==> src/sv/mpurb_pkg.sv <==
// Shared constants, types and pointer helpers for the multiport UART ring buffers.
package mpurb_pkg;

  // Block sizing.
  localparam int PORT_COUNT       = 9;
  localparam int RX_RING_SIZE     = 1024;
  localparam int TX_RING_SIZE     = 1024;
  localparam int HW_TX_FIFO_DEPTH = 64;
  localparam int CMDQ_DEPTH       = 2;

  // Fixed field widths of the beats.
  localparam int OP_W    = 2;
  localparam int PORT_W  = 4;
  localparam int DATA_W  = 8;
  localparam int USED_W  = 7;
  localparam int COUNT_W = 10;

  // Derived widths.
  localparam int PORT_IDX_W = (PORT_COUNT > 1) ? $clog2(PORT_COUNT) : 1;
  localparam int RX_PTR_W   = $clog2(RX_RING_SIZE);
  localparam int TX_PTR_W   = $clog2(TX_RING_SIZE);
  localparam int DRAIN_W    = $clog2(HW_TX_FIFO_DEPTH + 1);
  localparam int RX_DEPTH   = PORT_COUNT * RX_RING_SIZE;
  localparam int TX_DEPTH   = PORT_COUNT * TX_RING_SIZE;
  localparam int RX_ADDR_W  = $clog2(RX_DEPTH);
  localparam int TX_ADDR_W  = $clog2(TX_DEPTH);

  typedef enum logic [OP_W-1:0] {
    OP_RX_PUT = 2'd0,
    OP_RX_GET = 2'd1,
    OP_TX_PUT = 2'd2,
    OP_CLEAR  = 2'd3
  } op_e;

  typedef enum logic [1:0] {
    CMD_RX_WRITE = 2'd0,
    CMD_RX_READ  = 2'd1,
    CMD_TX_WRITE = 2'd2,
    CMD_STATUS   = 2'd3
  } cmd_kind_e;

  typedef enum logic [1:0] {
    SRC_NONE = 2'd0,
    SRC_RX   = 2'd1,
    SRC_TX   = 2'd2
  } byte_src_e;

  // One classified command handed from the front end to the back end.
  typedef struct packed {
    cmd_kind_e               kind;
    logic [PORT_IDX_W-1:0]   port;
    logic [RX_PTR_W-1:0]     rx_ptr;
    logic [TX_PTR_W-1:0]     tx_wr_ptr;
    logic [TX_PTR_W-1:0]     tx_rd_ptr;
    logic [DATA_W-1:0]       data;
    logic [DRAIN_W-1:0]      drain_n;
    logic [COUNT_W-1:0]      rx_count;
    logic [COUNT_W-1:0]      tx_count;
  } cmd_t;

  function automatic logic [RX_PTR_W-1:0] rx_ptr_inc(input logic [RX_PTR_W-1:0] p);
    logic [RX_PTR_W-1:0] r;
    if (p == RX_PTR_W'(RX_RING_SIZE - 1)) begin
      r = '0;
    end else begin
      r = p + RX_PTR_W'(1);
    end
    return r;
  endfunction

  function automatic logic [TX_PTR_W-1:0] tx_ptr_inc(input logic [TX_PTR_W-1:0] p);
    logic [TX_PTR_W-1:0] r;
    if (p == TX_PTR_W'(TX_RING_SIZE - 1)) begin
      r = '0;
    end else begin
      r = p + TX_PTR_W'(1);
    end
    return r;
  endfunction

endpackage

==> src/sv/mpurb_cmdq.sv <==
// Short command queue between the front end and the back end.
module mpurb_cmdq (
  input  logic            clk_i,
  input  logic            rst_ni,
  input  logic            push_i,
  input  mpurb_pkg::cmd_t cmd_i,
  input  logic            pop_i,
  output logic            full_o,
  output logic            valid_o,
  output mpurb_pkg::cmd_t cmd_o
);

  localparam int IDX_W = (mpurb_pkg::CMDQ_DEPTH > 1) ? $clog2(mpurb_pkg::CMDQ_DEPTH) : 1;
  localparam int CNT_W = $clog2(mpurb_pkg::CMDQ_DEPTH + 1);

  mpurb_pkg::cmd_t   slot_q [mpurb_pkg::CMDQ_DEPTH];
  logic [IDX_W-1:0]  wr_ptr_q, wr_ptr_d;
  logic [IDX_W-1:0]  rd_ptr_q, rd_ptr_d;
  logic [CNT_W-1:0]  cnt_q, cnt_d;
  logic              do_push, do_pop;

  function automatic logic [IDX_W-1:0] idx_inc(input logic [IDX_W-1:0] p);
    logic [IDX_W-1:0] r;
    if (p == IDX_W'(mpurb_pkg::CMDQ_DEPTH - 1)) begin
      r = '0;
    end else begin
      r = p + IDX_W'(1);
    end
    return r;
  endfunction

  assign full_o  = (cnt_q == CNT_W'(mpurb_pkg::CMDQ_DEPTH));
  assign valid_o = (cnt_q != '0);
  assign cmd_o   = slot_q[rd_ptr_q];
  assign do_push = push_i & ~full_o;
  assign do_pop  = pop_i & valid_o;

  always_comb begin
    wr_ptr_d = do_push ? idx_inc(wr_ptr_q) : wr_ptr_q;
    rd_ptr_d = do_pop ? idx_inc(rd_ptr_q) : rd_ptr_q;
    cnt_d    = cnt_q;
    if (do_push && !do_pop) begin
      cnt_d = cnt_q + CNT_W'(1);
    end else if (do_pop && !do_push) begin
      cnt_d = cnt_q - CNT_W'(1);
    end
  end

  always_ff @(posedge clk_i or negedge rst_ni) begin
    if (!rst_ni) begin
      wr_ptr_q <= '0;
      rd_ptr_q <= '0;
      cnt_q    <= '0;
    end else begin
      wr_ptr_q <= wr_ptr_d;
      rd_ptr_q <= rd_ptr_d;
      cnt_q    <= cnt_d;
    end
  end

  always_ff @(posedge clk_i) begin
    if (do_push) begin
      slot_q[wr_ptr_q] <= cmd_i;
    end
  end

endmodule

==> config.mk <==
export PLATFORM = sky130hd
export DESIGN_NAME = mpurb_cmdq
export DESIGN_NICKNAME = d
export VERILOG_FILES = /design/src/sv/mpurb_pkg.sv /design/src/sv/mpurb_cmdq.sv
export SDC_FILE = /design/constraint.sdc
export NUM_CORES = 1
export LEC_CHECK = 0
export BUFFER_PORTS_ARGS = -buffer_cell sky130_fd_sc_hd__buf_2
export CAP_MARGIN = 20
export CORE_MARGIN = 2
export CORE_UTILIZATION = 52
export DETAILED_ROUTE_END_ITERATION = 8
export PLACE_DENSITY = 0.82
export SYNTH_ARGS = -nofsm -noshare
export SYNTH_HDL_FRONTEND = slang
export SYNTH_SLANG_ARGS = --single-unit
==> constraint.sdc <==
create_clock -name clk_i -period 6 [get_ports clk_i]
set_clock_uncertainty 0.15 [all_clocks]
set_input_delay 0 -clock clk_i [delete_from_list [all_inputs] [get_ports clk_i]]
set_output_delay 0 -clock clk_i [all_outputs]
set_load 0.05 [all_outputs]
==> reports/qor.csv <==
metric,value,unit
power_density,561,mW/mm²
synth_edf_count,142,
synth.avg_cell_area,23.6,µm²
worstMarginPinSlew,972,ps
use_met1,0.205,
dieArea,0.0118,mm²
yosysSeqAreaShare,0.769,
cp_data_arrival_time,2650,ps
clk_path_buf_depth,2,
via_count,3058,
ant_nets,0,
drt-initial-drc-count,133,
hold_violations,0,
via_per_inst,4.87,
layout_min_cycle_time,2800,ps
grt_pass1_wl,15800,µm
critPathCaptureType,output port,
port_buffers,147,
firstDrtPassIters,6,
async_reset_ff_frac,0.0274,
synth_xor_area_frac,0.00772,
final_max_slew_viol_count,0,
setup-violations-final,0,
htree_levels,4,
synth_cell_types,16,
rsz0062_at_grt,false,
multi_input_area,0.00116,mm²
slew_headroom,0.352,
clkLatencyLatePin,500,ps
nets,551,
cts_tree,built,
area_growth,38.2,%
core_area,0.0107,mm²
required,5850,ps
clk_pin_slew,60,ps
power.ir.vdd_worst,313,µV
synth_cells,240,
critPathTopFamily,buffers and inverters,
tns,0,ps
synth_top_flop_cell,edfxtp_1,
grtUsageTotal,0.184,
drcViolationCount,0,
syn-num-nets,316,
synth_warnings,0,
regArea,0.00437,mm²
synth_fa_ha_area_frac,0.00221,
crit_chain,buf_4 > mux2_4 > buf_2,
power,4.40,mW
synth-simple-area-share,0.00639,
gr-total-overflow,0,
yosys-mux-area-fraction,0.187,
fmax,357,MHz
dp_hpwl,6080,µm
netlist_area,0.00567,mm²
cts_sinks,146,
synth.ff_latch_count,146,
outcome,finished clean,
drive_gt1_frac,0.520,
avgRoutedWirePerCell,16.9,µm
hp-class,input pin to register,
use_met2,0.329,
grt_start_max_net_pins,72,
grt_pass1_vias,3209,
rows,38,
dp_slack,3390,ps
cts_root_buf,clkbuf_8,
totalWireLength,10600,µm
gp_congestion,0.705,
busiest_layer,met2,
die_h,108,µm
period_share,0.466,
use_met3,0.0536,
path_class,register to output port,
critPathMaxFanout,45,
antenna_found_initial,0,
diodes,0,
cap_viol_max_count,0,
cts.repair.resized,0,
cts-buffers-inserted,17,
boundaryPins,148,
synth_top_family_by_area,multiplexers,
cpPeakStageDelay,760,ps
die_w,108,µm
n_fill_cell,652,
start_util,0.528,
cp-start-kind,register,
p_leak,3.20,nW
synth_compound_area_frac,0,
critPathSlowestCell,dfrtp_4,
timing.final.ws_setup,3200,ps
critPathBufInv,2,
[sequential cells by signal, summed over array words and instances, names as in the netlist]
| name | count |
|---|---|
| cnt_q | 2 |
| rd_ptr_q | 1 |
| wr_ptr_q | 1 |
| slot_q | 142 |
[routing by layer]
metal | share of wire | vias to the layer above
li1 | - | 1424
met1 | 0.39 | 1507
met2 | 0.54 | 114
met3 | 0.061 | 13
met4 | 0.011 | 0
met5 | 0 | -
[final timing paths]
kind | startpoint | to | slack [ps] | cells past startpoint
min reg2reg | cnt_q[1]$_DFFE_PN0P_ | cnt_q[1]$_DFFE_PN0P_ | 340 | 1
min | cmd_i[42] | slot_q[1][42]$_DFFE_PP_ | 70 | 2
min in group asynchronous | rst_ni | cnt_q[1]$_DFFE_PN0P_ | 240 | 3
max | rd_ptr_q$_DFFE_PN0P_ | cmd_o[12] | 3200 | 3
max in group asynchronous | rst_ni | rd_ptr_q$_DFFE_PN0P_ | 5260 | 3
max reg2reg | cnt_q[0]$_DFFE_PN0P_ | slot_q[0][39]$_DFFE_PP_ | 3420 | 4
[cell usage in the layout (no fill, tap or decap), types with 2 or more instances in the layout]
cell type,count
mux2_2,2
xor2_1,2
dfrtp_1,3
clkinv_2,2
inv_1,2
clkinv_4,2
clkinv_1,3
clkbuf_16,16
dlygate4sd3_1,75
xnor2_1,3
buf_2,147
edfxtp_1,142
bufinv_16,5
buf_4,2
mux2_4,69
clkinvlp_4,2
[synth_stat cells (all sizes together), types with 2 or more instances]
| cell type | n | area (µm²) |
|---|---|---|
| edfxtp | 142 | 4260 |
| nor2 | 2 | 7.51 |
| xnor2 | 3 | 26.3 |
| dfrtp | 4 | 100 |
| mux2 | 71 | 1060 |
| inv | 2 | 7.51 |
| xor2 | 2 | 17.5 |
| nand2 | 2 | 10.0 |
| buf | 8 | 151 |
[power breakdown]
group / internal, mW / switching (mW) / leakage [nW]
clock network: 0.713 / 0.386 / 0.301
logic: 0.589 / 1.19 / 1.53
registers: 1.40 / 0.117 / 1.36
total: 2.70 / 1.69 / 3.20
[through the flow]
stage	hold WS, ps	area, µm²	instances	util
floorplan	-446	5670	240	-
global placement	-338	6460	521	0.602
detailed placement	-336	6460	521	0.602
CTS	36.4	7840	628	0.730
global route	51.4	7840	628	0.730
finish	72.8	7840	628	0.730
[cell type report]
cell class	count	share of cell area
Clock buffer	17	0.0528
Multi-Input combinational cell	84	0.148
Sequential cell	146	0.557
Tap cell	140	0.0223
Inverter	2	0.000957
Clock inverter	15	0.0271
Timing Repair Buffer	224	0.191
[logic make-up (layout without fill, tap and decap cells)]
group | Yosys count | count (layout)
xor gates and xnor gates | 5 | 5
adders and majority gates | 1 | 1
buffers and inverters | 10 | 258
DFF | 146 | 146
muxes | 71 | 71
and+or+nand+nor | 7 | 7
[worst register-to-register path, cell delays in order (launching register included)]
cell and delay, ps:
dfrtp_1 410, nand2b_1 180, nand2_1 150, nor2_4 670, buf_4 620
[repair_timing]
| item | 4_1_cts | 5_1_grt |
|---|---|---|
| setup buffers | 0 | 0 |
| hold buffers | 75 | 0 |
| endpoints found under the hold margin | 150 | 0 |
Power figures use the tool's default switching activity.
