==> src/sv/mpurb_pkg.sv <==
// Shared constants, types and pointer helpers for the multiport UART ring buffers.
package mpurb_pkg;

  // Block sizing.
  localparam int PORT_COUNT       = 9;
  localparam int RX_RING_SIZE     = 1024;
  localparam int TX_RING_SIZE     = 1024;
  localparam int HW_TX_FIFO_DEPTH = 64;
  localparam int CMDQ_DEPTH       = 2;

  // Fixed field widths of the beats.
  localparam int OP_W    = 2;
  localparam int PORT_W  = 4;
  localparam int DATA_W  = 8;
  localparam int USED_W  = 7;
  localparam int COUNT_W = 10;

  // Derived widths.
  localparam int PORT_IDX_W = (PORT_COUNT > 1) ? $clog2(PORT_COUNT) : 1;
  localparam int RX_PTR_W   = $clog2(RX_RING_SIZE);
  localparam int TX_PTR_W   = $clog2(TX_RING_SIZE);
  localparam int DRAIN_W    = $clog2(HW_TX_FIFO_DEPTH + 1);
  localparam int RX_DEPTH   = PORT_COUNT * RX_RING_SIZE;
  localparam int TX_DEPTH   = PORT_COUNT * TX_RING_SIZE;
  localparam int RX_ADDR_W  = $clog2(RX_DEPTH);
  localparam int TX_ADDR_W  = $clog2(TX_DEPTH);

  typedef enum logic [OP_W-1:0] {
    OP_RX_PUT = 2'd0,
    OP_RX_GET = 2'd1,
    OP_TX_PUT = 2'd2,
    OP_CLEAR  = 2'd3
  } op_e;

  typedef enum logic [1:0] {
    CMD_RX_WRITE = 2'd0,
    CMD_RX_READ  = 2'd1,
    CMD_TX_WRITE = 2'd2,
    CMD_STATUS   = 2'd3
  } cmd_kind_e;

  typedef enum logic [1:0] {
    SRC_NONE = 2'd0,
    SRC_RX   = 2'd1,
    SRC_TX   = 2'd2
  } byte_src_e;

  // One classified command handed from the front end to the back end.
  typedef struct packed {
    cmd_kind_e               kind;
    logic [PORT_IDX_W-1:0]   port;
    logic [RX_PTR_W-1:0]     rx_ptr;
    logic [TX_PTR_W-1:0]     tx_wr_ptr;
    logic [TX_PTR_W-1:0]     tx_rd_ptr;
    logic [DATA_W-1:0]       data;
    logic [DRAIN_W-1:0]      drain_n;
    logic [COUNT_W-1:0]      rx_count;
    logic [COUNT_W-1:0]      tx_count;
  } cmd_t;

  function automatic logic [RX_PTR_W-1:0] rx_ptr_inc(input logic [RX_PTR_W-1:0] p);
    logic [RX_PTR_W-1:0] r;
    if (p == RX_PTR_W'(RX_RING_SIZE - 1)) begin
      r = '0;
    end else begin
      r = p + RX_PTR_W'(1);
    end
    return r;
  endfunction

  function automatic logic [TX_PTR_W-1:0] tx_ptr_inc(input logic [TX_PTR_W-1:0] p);
    logic [TX_PTR_W-1:0] r;
    if (p == TX_PTR_W'(TX_RING_SIZE - 1)) begin
      r = '0;
    end else begin
      r = p + TX_PTR_W'(1);
    end
    return r;
  endfunction

endpackage

==> src/sv/mpurb_front.sv <==
// Front end: accepts beats, keeps the ring pointers and classifies each beat into a command.
module mpurb_front (
  input  logic                              clk_i,
  input  logic                              rst_ni,
  input  logic                              start_i,
  input  logic                              busy_i,
  input  logic [mpurb_pkg::OP_W-1:0]        op_i,
  input  logic [mpurb_pkg::PORT_W-1:0]      port_i,
  input  logic [mpurb_pkg::DATA_W-1:0]      data_i,
  input  logic                              final_byte_i,
  input  logic [mpurb_pkg::USED_W-1:0]      fifo_used_i,
  output logic                              push_o,
  output mpurb_pkg::cmd_t                   cmd_o
);

  localparam int RXW = mpurb_pkg::RX_PTR_W;
  localparam int TXW = mpurb_pkg::TX_PTR_W;
  localparam int DW  = mpurb_pkg::DRAIN_W;
  localparam int CW  = TXW + DW;

  logic [RXW-1:0] rx_head_q [mpurb_pkg::PORT_COUNT];
  logic [RXW-1:0] rx_tail_q [mpurb_pkg::PORT_COUNT];
  logic [TXW-1:0] tx_head_q [mpurb_pkg::PORT_COUNT];
  logic [TXW-1:0] tx_tail_q [mpurb_pkg::PORT_COUNT];

  logic [mpurb_pkg::PORT_IDX_W-1:0] idx;
  logic                             port_ok;
  logic                             acc;
  logic [RXW-1:0] rx_h, rx_t, rx_h_d, rx_t_d;
  logic [TXW-1:0] tx_h, tx_t, tx_h_d, tx_t_d;
  logic [TXW-1:0] tx_len_pre;
  logic [DW-1:0]  room;
  logic [DW-1:0]  drain_n;
  logic [TXW:0]   tail_sum;

  function automatic logic [RXW-1:0] rx_len(input logic [RXW-1:0] h, input logic [RXW-1:0] t);
    logic [RXW:0] d;
    d = {1'b0, h} - {1'b0, t};
    if (h < t) begin
      d = d + (RXW+1)'(mpurb_pkg::RX_RING_SIZE);
    end
    return d[RXW-1:0];
  endfunction

  function automatic logic [TXW-1:0] tx_len(input logic [TXW-1:0] h, input logic [TXW-1:0] t);
    logic [TXW:0] d;
    d = {1'b0, h} - {1'b0, t};
    if (h < t) begin
      d = d + (TXW+1)'(mpurb_pkg::TX_RING_SIZE);
    end
    return d[TXW-1:0];
  endfunction

  assign acc    = start_i & ~busy_i;
  assign push_o = acc;

  always_comb begin
    idx     = port_i[mpurb_pkg::PORT_IDX_W-1:0];
    port_ok = ({1'b0, port_i} < (mpurb_pkg::PORT_W+1)'(mpurb_pkg::PORT_COUNT));
    rx_h    = rx_head_q[idx];
    rx_t    = rx_tail_q[idx];
    tx_h    = tx_head_q[idx];
    tx_t    = tx_tail_q[idx];
    rx_h_d  = rx_h;
    rx_t_d  = rx_t;
    tx_h_d  = tx_h;
    tx_t_d  = tx_t;

    // Drain sizing for a final user byte: min(ring length, free FIFO space).
    tx_len_pre = tx_len(mpurb_pkg::tx_ptr_inc(tx_h), tx_t);
    if (fifo_used_i >= mpurb_pkg::USED_W'(mpurb_pkg::HW_TX_FIFO_DEPTH)) begin
      room = '0;
    end else begin
      room = DW'(mpurb_pkg::HW_TX_FIFO_DEPTH) - DW'(fifo_used_i);
    end
    if (CW'(tx_len_pre) < CW'(room)) begin
      drain_n = DW'(tx_len_pre);
    end else begin
      drain_n = room;
    end
    if (!final_byte_i) begin
      drain_n = '0;
    end
    tail_sum = (TXW+1)'(tx_t) + (TXW+1)'(drain_n);
    if (tail_sum >= (TXW+1)'(mpurb_pkg::TX_RING_SIZE)) begin
      tail_sum = tail_sum - (TXW+1)'(mpurb_pkg::TX_RING_SIZE);
    end

    cmd_o           = '0;
    cmd_o.kind      = mpurb_pkg::CMD_STATUS;
    cmd_o.port      = idx;
    cmd_o.data      = data_i;
    cmd_o.tx_wr_ptr = tx_h;
    cmd_o.tx_rd_ptr = tx_t;

    case (mpurb_pkg::op_e'(op_i))
      mpurb_pkg::OP_RX_PUT: begin
        cmd_o.kind   = mpurb_pkg::CMD_RX_WRITE;
        cmd_o.rx_ptr = rx_h;
        rx_h_d       = mpurb_pkg::rx_ptr_inc(rx_h);
      end
      mpurb_pkg::OP_RX_GET: begin
        if (rx_h != rx_t) begin
          cmd_o.kind   = mpurb_pkg::CMD_RX_READ;
          cmd_o.rx_ptr = rx_t;
          rx_t_d       = mpurb_pkg::rx_ptr_inc(rx_t);
        end
      end
      mpurb_pkg::OP_TX_PUT: begin
        cmd_o.kind    = mpurb_pkg::CMD_TX_WRITE;
        cmd_o.drain_n = drain_n;
        tx_h_d        = mpurb_pkg::tx_ptr_inc(tx_h);
        tx_t_d        = tail_sum[TXW-1:0];
      end
      mpurb_pkg::OP_CLEAR: begin
        rx_h_d = '0;
        rx_t_d = '0;
        tx_h_d = '0;
        tx_t_d = '0;
      end
      default: begin
        cmd_o.kind = mpurb_pkg::CMD_STATUS;
      end
    endcase

    cmd_o.rx_count = mpurb_pkg::COUNT_W'(rx_len(rx_h_d, rx_t_d));
    cmd_o.tx_count = mpurb_pkg::COUNT_W'(tx_len(tx_h_d, tx_t_d));

    // A port beyond the last one touches nothing and reports zeros.
    if (!port_ok) begin
      cmd_o.kind     = mpurb_pkg::CMD_STATUS;
      cmd_o.rx_count = '0;
      cmd_o.tx_count = '0;
    end
  end

  always_ff @(posedge clk_i or negedge rst_ni) begin
    if (!rst_ni) begin
      for (int i = 0; i < mpurb_pkg::PORT_COUNT; i++) begin
        rx_head_q[i] <= '0;
        rx_tail_q[i] <= '0;
        tx_head_q[i] <= '0;
        tx_tail_q[i] <= '0;
      end
    end else if (acc && port_ok) begin
      rx_head_q[idx] <= rx_h_d;
      rx_tail_q[idx] <= rx_t_d;
      tx_head_q[idx] <= tx_h_d;
      tx_tail_q[idx] <= tx_t_d;
    end
  end

endmodule

==> config.mk <==
export PLATFORM = sky130hd
export DESIGN_NAME = mpurb_front
export DESIGN_NICKNAME = d
export VERILOG_FILES = /design/src/sv/mpurb_pkg.sv /design/src/sv/mpurb_front.sv
export SDC_FILE = /design/constraint.sdc
export NUM_CORES = 1
export LEC_CHECK = 0
export ABC_AREA = 1
export BUFFER_PORTS_ARGS = -buffer_cell sky130_fd_sc_hd__buf_2
export CAP_MARGIN = 20
export CELL_PAD_IN_SITES_DETAIL_PLACEMENT = 1
export CELL_PAD_IN_SITES_GLOBAL_PLACEMENT = 2
export CORE_MARGIN = 2
export CORE_UTILIZATION = 36
export CTS_CLUSTER_DIAMETER = 40
export DETAILED_ROUTE_END_ITERATION = 10
export PLACE_DENSITY = 0.88
export SLEW_MARGIN = 40
export SYNTH_ARGS = -nofsm -noshare
export SYNTH_HDL_FRONTEND = slang
export SYNTH_SLANG_ARGS = --single-unit
==> constraint.sdc <==
create_clock -name clk_i -period 10.3 [get_ports clk_i]
set_input_delay 1.545 -clock clk_i [delete_from_list [all_inputs] [get_ports clk_i]]
set_output_delay 1.545 -clock clk_i [all_outputs]
set_load 0.005 [all_outputs]
==> impl_metrics.toml <==
[run_status]
status = "completed"

[global_routing]
grt_usage_pct = 26.9
grt_max_degree = 78
antenna_found_initial = 1
grt_pass1_vias = 20205
grt-ovfl-total = 0
grt_pass1_wl_um = 118000

[sta]
worstMarginPinSlew_ps = 879
fin_crit_ps = 9850
rsz0062_at_grt = "yes"
timing.fmax_ghz = 0.102
fin_worst_skew_ps = 37.0
post-route-period-util_pct = 95.6
maxSlewViolCount = 0
hold_violations = 0
hold_slack_ps = 479
setup_violations = 0
slew-limit-headroom_pct = 41.2

[yosys]
ys_seq_area_share_pct = 45.5
avgSynthCellArea_um2 = 7.41
synth_largest_type_area_fraction_pct = 45.5
synth_cell_types = 60
ys_ff_latch = 360
synth_area_mm2 = 0.0198
yosys-top-cells-area = "dfrtp_1 (45%), nand2_1 (23%), o21ai_0 (6.5%), inv_1 (3.6%), ha_1 (3.1%)"
netlist_instances = 2675
ys_warn_count = 0
synthArstFlopShare_pct = 100
yosysTopAreaCell = "dfrtp_1"
synth_edf_count = 0
ys.flop_type = "dfrtp_1"
syn-num-nets = 2754

[pwr]
seqPwrFrac_pct = 34.4
p_sw_share_pct = 27.5
leakage_nw = 12.0
p_per_area_mw_per_mm2 = 187
p_int_mw = 3.23
combPwrFrac_pct = 12.0
p_clk_share_pct = 53.6
p_sw_mw = 1.23
ir_drop_v = 0.000105

[critical_path]
crit_slowest_cell = "fa_2"
critPathMostFrequentCell = "nand2_1"
worstPathRequired_ps = 8760
reg2reg_depth = 43
path_max_fanout = 11
crit_family = "simple AND/OR/NAND/NOR gates"
max_stage_delay_ps = 380
endpoint_kind = "output port"
r2r_slack_ps = 4130
crit_buf_inv = 10
worstSetupPathType = "input pin to output port"
crit_arrival_ps = 8300
worstReg2RegEnd = "tx_tail_q[8]"
cp-start-kind = "input pin"
reg2reg_from = "tx_head_q[63]"

[routing]
via_count = 19069
drt_wl_total_um = 75800
drtPass1Iterations = 5
ant_nets = 0
detail_route.wl_per_cell_um = 21.5
drc_errors = 0
drt_iter0_markers = 1332
vias_per_cell = 5.41

[floorplan]
core_area_mm2 = 0.0541
io_pins = 98
die_w_um = 239
initial_core_util_pct = 36.6
dieArea_mm2 = 0.0569
num_rows = 85
die_y_um = 239

[clock_tree]
cts-root-buf = "clkbuf_16"
htree_levels = 3
cts_hold_buf = 0
clk_pin_slew_ps = 50
cts_sinks = 360
cts_tree = "yes"
clk_latency_ps = 620
cts_buffer_depth = 3
cts_made_buffers = 70

[placed_design]
place_congestion = 0.930
port_buffers = 81
dp_hpwl_um = 49200
place_area_mm2 = 0.0209

[hold_path]
min_path_cells = 2
min-delay-start = "rx_tail_q[12]"
holdPathEnd = "rx_tail_q[12]"
hold_path_class = "flop to flop"

[layout]
synthToLayoutAreaGrowth_pct = 20.5
fin_nets = 2852
multi_input_area_mm2 = 0.00954
diodes = 0
fin_area_mm2 = 0.0239
regArea_mm2 = 0.00901
drive_gt1_share_pct = 14.9
nFillCells = 6683

[job]
drv_cap = 0
## logic make-up (layout without fill, tap and decap cells)
family                   after synthesis  after routing  share of synthesized area (%)
AO/OA/AOI/OAI                        413            413                           12.2
XOR/XNOR                              24             24                           1.06
adder cells (fa/ha/maj)               53             53                           3.50
buffers and inverters                350            504                           7.72
flip-flops                           360            360                           45.5
multiplexers                           1              1                         0.0694
AND/OR/NAND/NOR                     1474           1474                           30.0
## synth_stat cells, types with 4 or more instances
master	number
o21ai_0	256
nand4_1	50
o32ai_1	10
o21ai_2	12
a22oi_1	37
buf_6	13
nor2_2	4
inv_2	10
nand3_1	73
nand2_1	1201
clkbuf_1	87
inv_1	191
or2_2	4
nor2_1	92
buf_2	18
buf_4	20
a21oi_1	35
nor3_1	18
clkinv_1	5
xor2_1	17
ha_1	49
o21ai_1	13
o22ai_1	17
a31oi_1	4
nand3_2	8
xnor2_1	7
nand2_2	13
dfrtp_1	360
fa_1	4
## per-layer routing
layer	wire, um	vias to the layer above	GRT usage [%]
li1	-	8772	-
met1	33300	9625	34.9
met2	36000	509	45.2
met3	3840	161	4.02
met4	2600	2	10.4
met5	7	-	0
## how the worst max path moves through the flow
stage,to,cells past startpoint,slack (ps),start
2_1_floorplan,cmd_o[8],47,500,port_i[0]
3_3_place_gp,cmd_o[9],51,130,port_i[0]
3_5_place_dp,cmd_o[9],51,-10,port_i[1]
4_1_cts,cmd_o[9],51,8,port_i[0]
5_1_grt,cmd_o[8],47,-150,port_i[0]
6_report,cmd_o[8],50,450,port_i[0]
## layout make-up
class                           count  share of cell area, %
Sequential cell                   360                   37.7
Inverter                          208                   3.38
Clock inverter                     45                   2.31
Tap cell                          696                   3.65
Clock buffer                       83                   8.01
Multi-Input combinational cell   1965                   40.0
Timing Repair Buffer              168                   4.96
## power by group through the flow
stage / registers, mW / logic [mW] / clock network (mW)
2_1_floorplan: 1.54 / 0.315 / 0
3_3_place_gp: 1.55 / 0.483 / 0
3_5_place_dp: 1.55 / 0.500 / 0
4_1_cts: 1.53 / 0.505 / 2.42
5_1_grt: 1.54 / 0.596 / 2.48
6_report: 1.53 / 0.536 / 2.39
## sequential cells by signal (all words and copies together), names as in the netlist
| name | cells |
|---|---|
| rx_head_q | 90 |
| tx_head_q | 90 |
| tx_tail_q | 90 |
| rx_tail_q | 90 |
## placed cells by master (no fill, tap or decap), types with 28 or more instances in the layout
| cell type | instances |
|---|---|
| a21oi_1 | 28 |
| a22oi_1 | 34 |
| buf_2 | 78 |
| buf_4 | 76 |
| clkbuf_16 | 74 |
| dfrtp_1 | 360 |
| ha_1 | 43 |
| inv_1 | 181 |
| nand2_1 | 1198 |
| nand3_1 | 71 |
| nand4_1 | 50 |
| nor2_1 | 80 |
| o21ai_0 | 248 |
## metrics by stage
stage | setup TNS [ps] | worst slack [ps] | utilization, % | instances | total power, mW
after floorplan | 0 | 501 | - | 2675 | 1.86
after CTS | 0 | 7.64 | 43.3 | 3503 | 4.45
final | 0 | 453 | 44.1 | 3525 | 4.46
after global placement | 0 | 130 | 38.6 | 3375 | 2.03
after detailed placement | -12.0 | -12.0 | 38.7 | 3375 | 2.05
after global routing | -308 | -152 | 44.1 | 3525 | 4.61
## repair_timing
| item | CTS | global route |
|---|---|---|
| pin swaps | 0 | 24 |
| resized for setup | 3 | 65 |
| endpoints found under the setup margin | 2 | 7 |
| cloned | 0 | 2 |
| buffers inserted | 0 | 20 |
## worst reg2reg max path: cells and delay by family, from the launching register on
family	cells	cell delay (ps)
and+or+nand+nor	24	2720
AOI/OAI and AO/OA	7	1090
adders and majority gates	4	1050
buffers and inverters	7	630
DFF	1	320
xor gates and xnor gates	1	220
No activity file was read; power rests on OpenSTA's default activity.
